$ cat config.mk
export PLATFORM = sky130hd
export DESIGN_NAME = sync_marker_frame_to_kiss
export DESIGN_NICKNAME = d
export VERILOG_FILES = /design/src/rtl/core/smfk_pkg.sv /design/src/rtl/core/sync_marker_frame_to_kiss.sv /design/src/rtl/core/smfk_result_queue.sv
export SDC_FILE = /design/constraint.sdc
export NUM_CORES = 1
export LEC_CHECK = 0
export BUFFER_PORTS_ARGS = -buffer_cell sky130_fd_sc_hd__buf_4
export CAP_MARGIN = 20
export CORE_MARGIN = 5
export CORE_UTILIZATION = 60
export CTS_CLUSTER_DIAMETER = 60
export DETAILED_ROUTE_END_ITERATION = 7
export HOLD_SLACK_MARGIN = 0.02
export PLACE_DENSITY = 0.78
export SYNTH_ARGS = -nofsm -noshare
export SYNTH_HDL_FRONTEND = slang
export SYNTH_SLANG_ARGS = --single-unit
export TNS_END_PERCENT = 50
$ cat constraint.sdc
create_clock -name clk -period 20.9 [get_ports clk]
set_input_delay 1.045 -clock clk [delete_from_list [all_inputs] [get_ports clk]]
set_output_delay 1.045 -clock clk [all_outputs]
set_load 0.02 [all_outputs]
$ cat src/rtl/core/smfk_pkg.sv
// Shared types and constants for the sync marker frame to KISS block.
// Used by smfk_result_queue and sync_marker_frame_to_kiss; no dependencies.
package smfk_pkg;

  localparam int unsigned MARKER_OCTETS = 4;
  localparam int unsigned GROUP_MAX     = 6;
  localparam int unsigned GROUP_CNT_W   = $clog2(GROUP_MAX + 1);
  localparam int unsigned GROUP_IDX_W   = $clog2(GROUP_MAX);

  localparam logic [7:0] K_FEND  = 8'hC0;
  localparam logic [7:0] K_FESC  = 8'hDB;
  localparam logic [7:0] K_TFEND = 8'hDC;
  localparam logic [7:0] K_TFESC = 8'hDD;

  // configuration register indexes
  localparam logic [1:0] CFG_SYNC_MARKER  = 2'd0;
  localparam logic [1:0] CFG_FRAME_LENGTH = 2'd1;
  localparam logic [1:0] CFG_KISS_COMMAND = 2'd2;

  localparam logic [31:0] SYNC_MARKER_RESET  = 32'h1ACF_FC1D;
  localparam logic [15:0] FRAME_LENGTH_RESET = 16'd260;
  localparam logic [7:0]  KISS_COMMAND_RESET = 8'd0;

  // bytes caused by one input bit, first byte in entry 0
  typedef struct packed {
    logic [GROUP_CNT_W-1:0]          count;
    logic [GROUP_MAX-1:0][7:0]       bytes;
    logic                            close;  // last byte is the closing FEND
  } smfk_group_t;

endpackage

$ cat src/rtl/core/sync_marker_frame_to_kiss.sv
// Top level: sync marker search, frame octet packing and KISS escaping.
// Depends on smfk_pkg and smfk_result_queue.

// Takes one received bit per transaction and accepts a new bit every clock
// cycle; each bit is handled in one pass and causes zero to six output bytes
// (a marker hit gives FEND, the command byte and the four marker bytes, a
// completed octet gives one or two escaped bytes plus the closing FEND at
// frame end). Bytes leave one per cycle from a two-group result queue;
// in_ready is low only while both queue slots hold groups, so a stalled or
// slow output side is what throttles the input. A frame whose length is at
// most four octets is closed by the bit after the marker. Configuration
// writes take effect at once; the data length is latched at frame start.
module sync_marker_frame_to_kiss
  import smfk_pkg::*;
(
  input  logic        clk,
  input  logic        rst,
  input  logic        cfg_we,
  input  logic [1:0]  cfg_index,
  input  logic [31:0] cfg_data,
  input  logic        in_valid,
  output logic        in_ready,
  input  logic        rx_bit,
  output logic        out_valid,
  input  logic        out_ready,
  output logic [7:0]  out_byte,
  output logic        last,
  output logic        frame_end
);

  logic [31:0] sync_marker;
  logic [15:0] frame_length;
  logic [7:0]  kiss_command;

  logic        receiving;
  logic [31:0] sync_shift;
  logic        inverted;
  logic [2:0]  bit_index;
  logic [7:0]  byte_accum;
  logic [15:0] bytes_left;

  logic        receiving_next;
  logic [31:0] sync_shift_next;
  logic        inverted_next;
  logic [2:0]  bit_index_next;
  logic [7:0]  byte_accum_next;
  logic [15:0] bytes_left_next;

  logic        in_fire;
  logic        can_push;
  smfk_group_t grp;
  logic [31:0] shifted;
  logic        hit_norm;
  logic        hit_inv;
  logic [7:0]  accum_set;
  logic [7:0]  data_byte;
  logic [7:0]  esc0;
  logic [7:0]  esc1;
  logic        esc_two;
  logic        closing;

  assign in_ready = can_push;
  assign in_fire  = in_valid & in_ready;

  always_ff @(posedge clk) begin
    if (rst) begin
      sync_marker  <= SYNC_MARKER_RESET;
      frame_length <= FRAME_LENGTH_RESET;
      kiss_command <= KISS_COMMAND_RESET;
    end else if (cfg_we) begin
      unique case (cfg_index)
        CFG_SYNC_MARKER:  sync_marker  <= cfg_data;
        CFG_FRAME_LENGTH: frame_length <= cfg_data[15:0];
        CFG_KISS_COMMAND: kiss_command <= cfg_data[7:0];
        default: ;
      endcase
    end
  end

  assign shifted  = {sync_shift[30:0], rx_bit};
  assign hit_norm = (shifted == sync_marker);
  assign hit_inv  = (shifted == ~sync_marker);

  always_comb begin
    accum_set = byte_accum;
    accum_set[3'd7 - bit_index] = rx_bit;
  end

  assign data_byte = inverted ? ~accum_set : accum_set;
  assign esc_two   = (data_byte == K_FEND) || (data_byte == K_FESC);
  assign esc0      = esc_two ? K_FESC : data_byte;
  assign esc1      = (data_byte == K_FEND) ? K_TFEND : K_TFESC;
  assign closing   = (bytes_left == 16'd1);

  always_comb begin
    receiving_next  = receiving;
    sync_shift_next = sync_shift;
    inverted_next   = inverted;
    bit_index_next  = bit_index;
    byte_accum_next = byte_accum;
    bytes_left_next = bytes_left;
    grp             = '0;
    if (!receiving) begin
      sync_shift_next = shifted;
      if (hit_norm || hit_inv) begin
        receiving_next  = 1'b1;
        inverted_next   = ~hit_norm;
        bit_index_next  = '0;
        byte_accum_next = '0;
        bytes_left_next = (frame_length > 16'(MARKER_OCTETS))
                          ? 16'(frame_length - 16'(MARKER_OCTETS)) : 16'd0;
        grp.count    = GROUP_CNT_W'(GROUP_MAX);
        grp.bytes[0] = K_FEND;
        grp.bytes[1] = kiss_command;
        grp.bytes[2] = sync_marker[31:24];
        grp.bytes[3] = sync_marker[23:16];
        grp.bytes[4] = sync_marker[15:8];
        grp.bytes[5] = sync_marker[7:0];
      end
    end else if (bytes_left == 16'd0) begin
      // empty frame: fill bit only closes it
      receiving_next = 1'b0;
      grp.count      = GROUP_CNT_W'(1);
      grp.bytes[0]   = K_FEND;
      grp.close      = 1'b1;
    end else if (bit_index == 3'd7) begin
      bit_index_next  = '0;
      byte_accum_next = '0;
      bytes_left_next = bytes_left - 16'd1;
      grp.bytes[0]    = esc0;
      grp.bytes[1]    = esc_two ? esc1 : K_FEND;
      grp.bytes[2]    = K_FEND;
      grp.count       = GROUP_CNT_W'({1'b0, esc_two} + 2'd1 + {1'b0, closing});
      grp.close       = closing;
      if (closing) begin
        receiving_next = 1'b0;
      end
    end else begin
      bit_index_next  = bit_index + 3'd1;
      byte_accum_next = accum_set;
    end
  end

  always_ff @(posedge clk) begin
    if (rst) begin
      receiving  <= 1'b0;
      sync_shift <= '0;
      inverted   <= 1'b0;
      bit_index  <= '0;
      byte_accum <= '0;
      bytes_left <= '0;
    end else if (in_fire) begin
      receiving  <= receiving_next;
      sync_shift <= sync_shift_next;
      inverted   <= inverted_next;
      bit_index  <= bit_index_next;
      byte_accum <= byte_accum_next;
      bytes_left <= bytes_left_next;
    end
  end

  smfk_result_queue u_queue (
    .clk        (clk),
    .rst        (rst),
    .push       (in_fire && (grp.count != '0)),
    .push_group (grp),
    .can_push   (can_push),
    .out_valid  (out_valid),
    .out_ready  (out_ready),
    .out_byte   (out_byte),
    .last       (last),
    .frame_end  (frame_end)
  );

endmodule

$ cat src/rtl/core/smfk_result_queue.sv
// Two-group result queue and byte serializer for the KISS output channel.
// Depends on smfk_pkg.
module smfk_result_queue
  import smfk_pkg::*;
(
  input  logic        clk,
  input  logic        rst,
  input  logic        push,
  input  smfk_group_t push_group,
  output logic        can_push,
  output logic        out_valid,
  input  logic        out_ready,
  output logic [7:0]  out_byte,
  output logic        last,
  output logic        frame_end
);

  smfk_group_t            cur;
  smfk_group_t            pend;
  logic                   cur_valid;
  logic                   pend_valid;
  logic [GROUP_IDX_W-1:0] idx;
  logic                   out_fire;
  logic                   cur_free;

  assign can_push  = ~pend_valid;
  assign out_valid = cur_valid;
  assign out_byte  = cur.bytes[idx];
  assign last      = (idx == GROUP_IDX_W'(cur.count - GROUP_CNT_W'(1)));
  assign frame_end = last & cur.close;
  assign out_fire  = out_valid & out_ready;
  // current group slot frees up this cycle or is already empty
  assign cur_free  = ~cur_valid | (out_fire & last);

  always_ff @(posedge clk) begin
    if (rst) begin
      cur_valid  <= 1'b0;
      pend_valid <= 1'b0;
      idx        <= '0;
    end else begin
      if (cur_free) begin
        idx <= '0;
        if (pend_valid) begin
          cur        <= pend;
          cur_valid  <= 1'b1;
          pend_valid <= 1'b0;
        end else if (push) begin
          cur       <= push_group;
          cur_valid <= 1'b1;
        end else begin
          cur_valid <= 1'b0;
        end
      end else begin
        if (out_fire) begin
          idx <= idx + 1'b1;
        end
        if (push) begin
          pend       <= push_group;
          pend_valid <= 1'b1;
        end
      end
    end
  end

endmodule
==> impl_metrics.json <==
{
  "setup.worst_path.end_class": "register",
  "wl_per_cell_um": 18.75,
  "antenna_found_initial": 0,
  "totalWireLength_um": 24210,
  "required_ns": 21.04,
  "synth_nets": 1079,
  "cts_tree": "built",
  "reg2reg_depth": 12,
  "die_x_um": 142.3,
  "netlist_top_cells_area": "edfxtp_1 30%, dfxtp_1 23%, nand2_1 6.8%",
  "period_needed_ns": 4.288,
  "grt_pass1_wl_um": 39100,
  "drive_gt1_frac": 0.1548,
  "final_cell_mix": "190 x nand2_1, 121 x dfxtp_1, 104 x edfxtp_1",
  "start_util": 0.6092,
  "ir_worst_vdd_uv": 62.13,
  "fmax_ghz": 0.2332,
  "finalSetupTns_ns": 0,
  "route.detailed.drc": 0,
  "synth_top_family_by_area": "simple AND/OR/NAND/NOR gates",
  "globalplace.congestion": 0.8869,
  "synth-xor-area-share": 0.04671,
  "synth_seq_cells": 225,
  "p_per_area_mw_per_mm2": 75.49,
  "critPathArrivalTime_ns": 4.43,
  "dp_hpwl_um": 16620,
  "ioPinCount": 52,
  "hp-class": "register to register",
  "synthArstFlopShare": 0,
  "multi_input_area_mm2": 0.004621,
  "synth-compound-area-share": 0.1056,
  "setup_violations": 0,
  "period_share": 0.2052,
  "core_area_mm2": 0.01724,
  "pwr-share-seq": 0.527,
  "maxCapViolations": 0,
  "yosys_warnings": 0,
  "grt_usage": 0.2399,
  "relSlewSlack": 0.3201,
  "dieHeight_um": 142.3,
  "synth_edf_count": 104,
  "viasPerCell": 6.041,
  "grt_pass1_vias": 7415,
  "path_clk_slew_ns": 0.06,
  "pwr-share-comb": 0.037,
  "syn_to_final_growth_pct": 11.63,
  "synth.distinct_cells": 66,
  "synthCells": 1029,
  "power_leakage_nw": 4.424,
  "cts_hold_buffers": 0,
  "rsz0062_at_grt": "false",
  "criticalPathCategory": "input port to register",
  "die_area_mm2": 0.02025,
  "placement.io_buffers": 51,
  "numCtsBuffers": 22,
  "syn-cell-area_mm2": 0.01050,
  "num_rows": 48,
  "fillerInstances": 1273,
  "switchingPower_mw": 0.1854,
  "crit_fanout": 44,
  "clock_sinks": 225,
  "antennaDiodeCount": 0,
  "ctsHtreeMaxLevel": 1,
  "rr_startpoint": "bit_index[1]$_SDFFE_PP0P_",
  "r2r_end": "u_queue.pend[45]$_DFFE_PP_",
  "antenna_left": 0,
  "grt_overflow": 0,
  "yosys.area_share.simple": 0.1857,
  "cts_setup_buffers": 0,
  "synth_fa_ha_area_frac": 0.01192,
  "drt_iter0_drc": 655,
  "syn_avg_cell_area_um2": 10.20,
  "cts_resized": 0,
  "synth_top_area_cell": "edfxtp_1",
  "clock_path_buffers": 3,
  "yosys_most_used_dff": "dfxtp_1",
  "clk_latency_ns": 0.51,
  "hold_viol_final": 0,
  "synth_top_area_frac": 0.2974,
  "critPathLaunchType": "input port",
  "grt_max_degree": 94,
  "holdWs_ns": 0.4743,
  "switching_share": 0.2095,
  "ys_seq_area_frac": 0.5281,
  "hold_path_depth": 2,
  "worstMarginPinSlew_ns": 1.020,
  "vias": 7799,
  "regArea_mm2": 0.005545,
  "drt-pass1-iter-count": 5,
  "hold-path-endpoint": "sync_shift[30]$_SDFFE_PP0P_",
  "synthMuxAreaShare": 0.08854,
  "drv_slew": 0,
  "pwr-share-clk": 0.436,
  "p_int_mw": 0.6994,
  "nNetsFinal": 1101,
  "final_common_cell": "nand2_1",
  "cts_root_buf": "clkbuf_16",
  "totalPowerFinal_mw": 0.8849,
  "hold_start": "sync_shift[30]$_SDFFE_PP0P_",
  "outcome": "finished, final reports clean",
  "r2r_slack_ns": 16.64,
  "final.setup_skew_ns": 0.01576
}
[flip-flops by register name, indices dropped and copies added (netlist names)]
signal / count
bytes_left: 16
receiving: 1
byte_accum: 8
frame_length: 16
u_queue.out_valid: 1
u_queue.pend: 52
u_queue.idx: 3
u_queue.cur: 52
bit_index: 3
sync_shift: 31
inverted: 1
sync_marker: 32
kiss_command: 8
u_queue.pend_valid: 1
[power groups by stage]
stage / sequential [mW] / clock [mW] / combinational, mW
floorplan: 0.474 / 0 / 0.0200
global placement: 0.476 / 0 / 0.0315
detailed placement: 0.476 / 0 / 0.0323
CTS: 0.466 / 0.391 / 0.0326
global route: 0.466 / 0.410 / 0.0363
finish: 0.466 / 0.386 / 0.0327
[cells in the mapped netlist, types with 7 or more instances]
cell type	number
mux4_2	8
a211oi_1	9
nor3_1	24
a21oi_1	79
buf_2	9
xor2_1	26
o211ai_1	12
nand3_1	28
nor2_1	37
or3_1	7
o22ai_1	9
and2_1	38
o31ai_1	7
edfxtp_1	104
inv_1	24
dfxtp_1	121
nand3b_1	10
nand4_1	9
nand2_1	190
a21o_1	13
xnor2_1	30
nor4_1	15
clkbuf_1	48
mux2_2	47
o21ai_0	13
ha_1	10
mux2i_1	22
[worst max path at each step]
stage	start	end	slack, ns	cells after the start
finish	rx_bit	u_queue.pend[45]$_DFFE_PP_	16.61	13
global route	bit_index[1]$_SDFFE_PP0P_	u_queue.pend[43]$_DFFE_PP_	16.28	12
CTS	rx_bit	u_queue.pend[44]$_DFFE_PP_	16.67	13
detailed placement	rx_bit	u_queue.pend[20]$_DFFE_PP_	16.14	13
global placement	rx_bit	u_queue.pend[20]$_DFFE_PP_	16.26	13
floorplan	rx_bit	u_queue.cur[0]$_DFFE_PP_	13.75	13
[metrics by stage]
stage | setup WS [ns] | instances | area (um^2) | utilization
6_report | 16.61 | 1291 | 11720 | 0.6800
5_1_grt | 16.28 | 1291 | 11720 | 0.6800
4_1_cts | 16.67 | 1291 | 11720 | 0.6800
3_5_place_dp | 16.14 | 1252 | 11000 | 0.6384
3_3_place_gp | 16.26 | 1251 | 10990 | 0.6375
2_1_floorplan | 13.75 | 1029 | 10500 | -
[final cells by class]
class / count / share of cell area
Clock inverter: 4 / 0.002455
Inverter: 24 / 0.007686
Tap cell: 225 / 0.02402
Multi-Input combinational cell: 717 / 0.3942
Sequential cell: 225 / 0.4731
Clock buffer: 35 / 0.05882
Timing Repair Buffer: 61 / 0.03971
[per-layer routing]
metal,vias to the layer above,wire (um),global-route usage,part of all wire
li1,3722,-,-,-
met1,3766,11390,0.3613,0.47
met2,273,10890,0.3714,0.45
met3,38,1388,0.02655,0.057
met4,0,544,0.06803,0.022
met5,-,0,0,0
[kinds of logic (layout without fill, tap and decap cells)]
family,after synthesis,after routing
mux,77,77
flops,225,225
compound gates,176,176
fa+ha+maj,10,10
buf+inv,87,124
xor+xnor,56,56
simple gates,398,398
[worst max-delay path, cell delays in order]
cell	delay, ns
buf_4	0.16
nor4b_1	0.16
or2_2	0.35
nor4_1	0.33
o22a_1	0.28
inv_1	0.08
ha_1	0.29
nor2_1	0.09
o21ai_0	0.13
o21ai_0	0.16
nor2_1	0.08
nor3_2	0.62
buf_4	0.60
No activity file was read; power rests on OpenSTA's default activity.
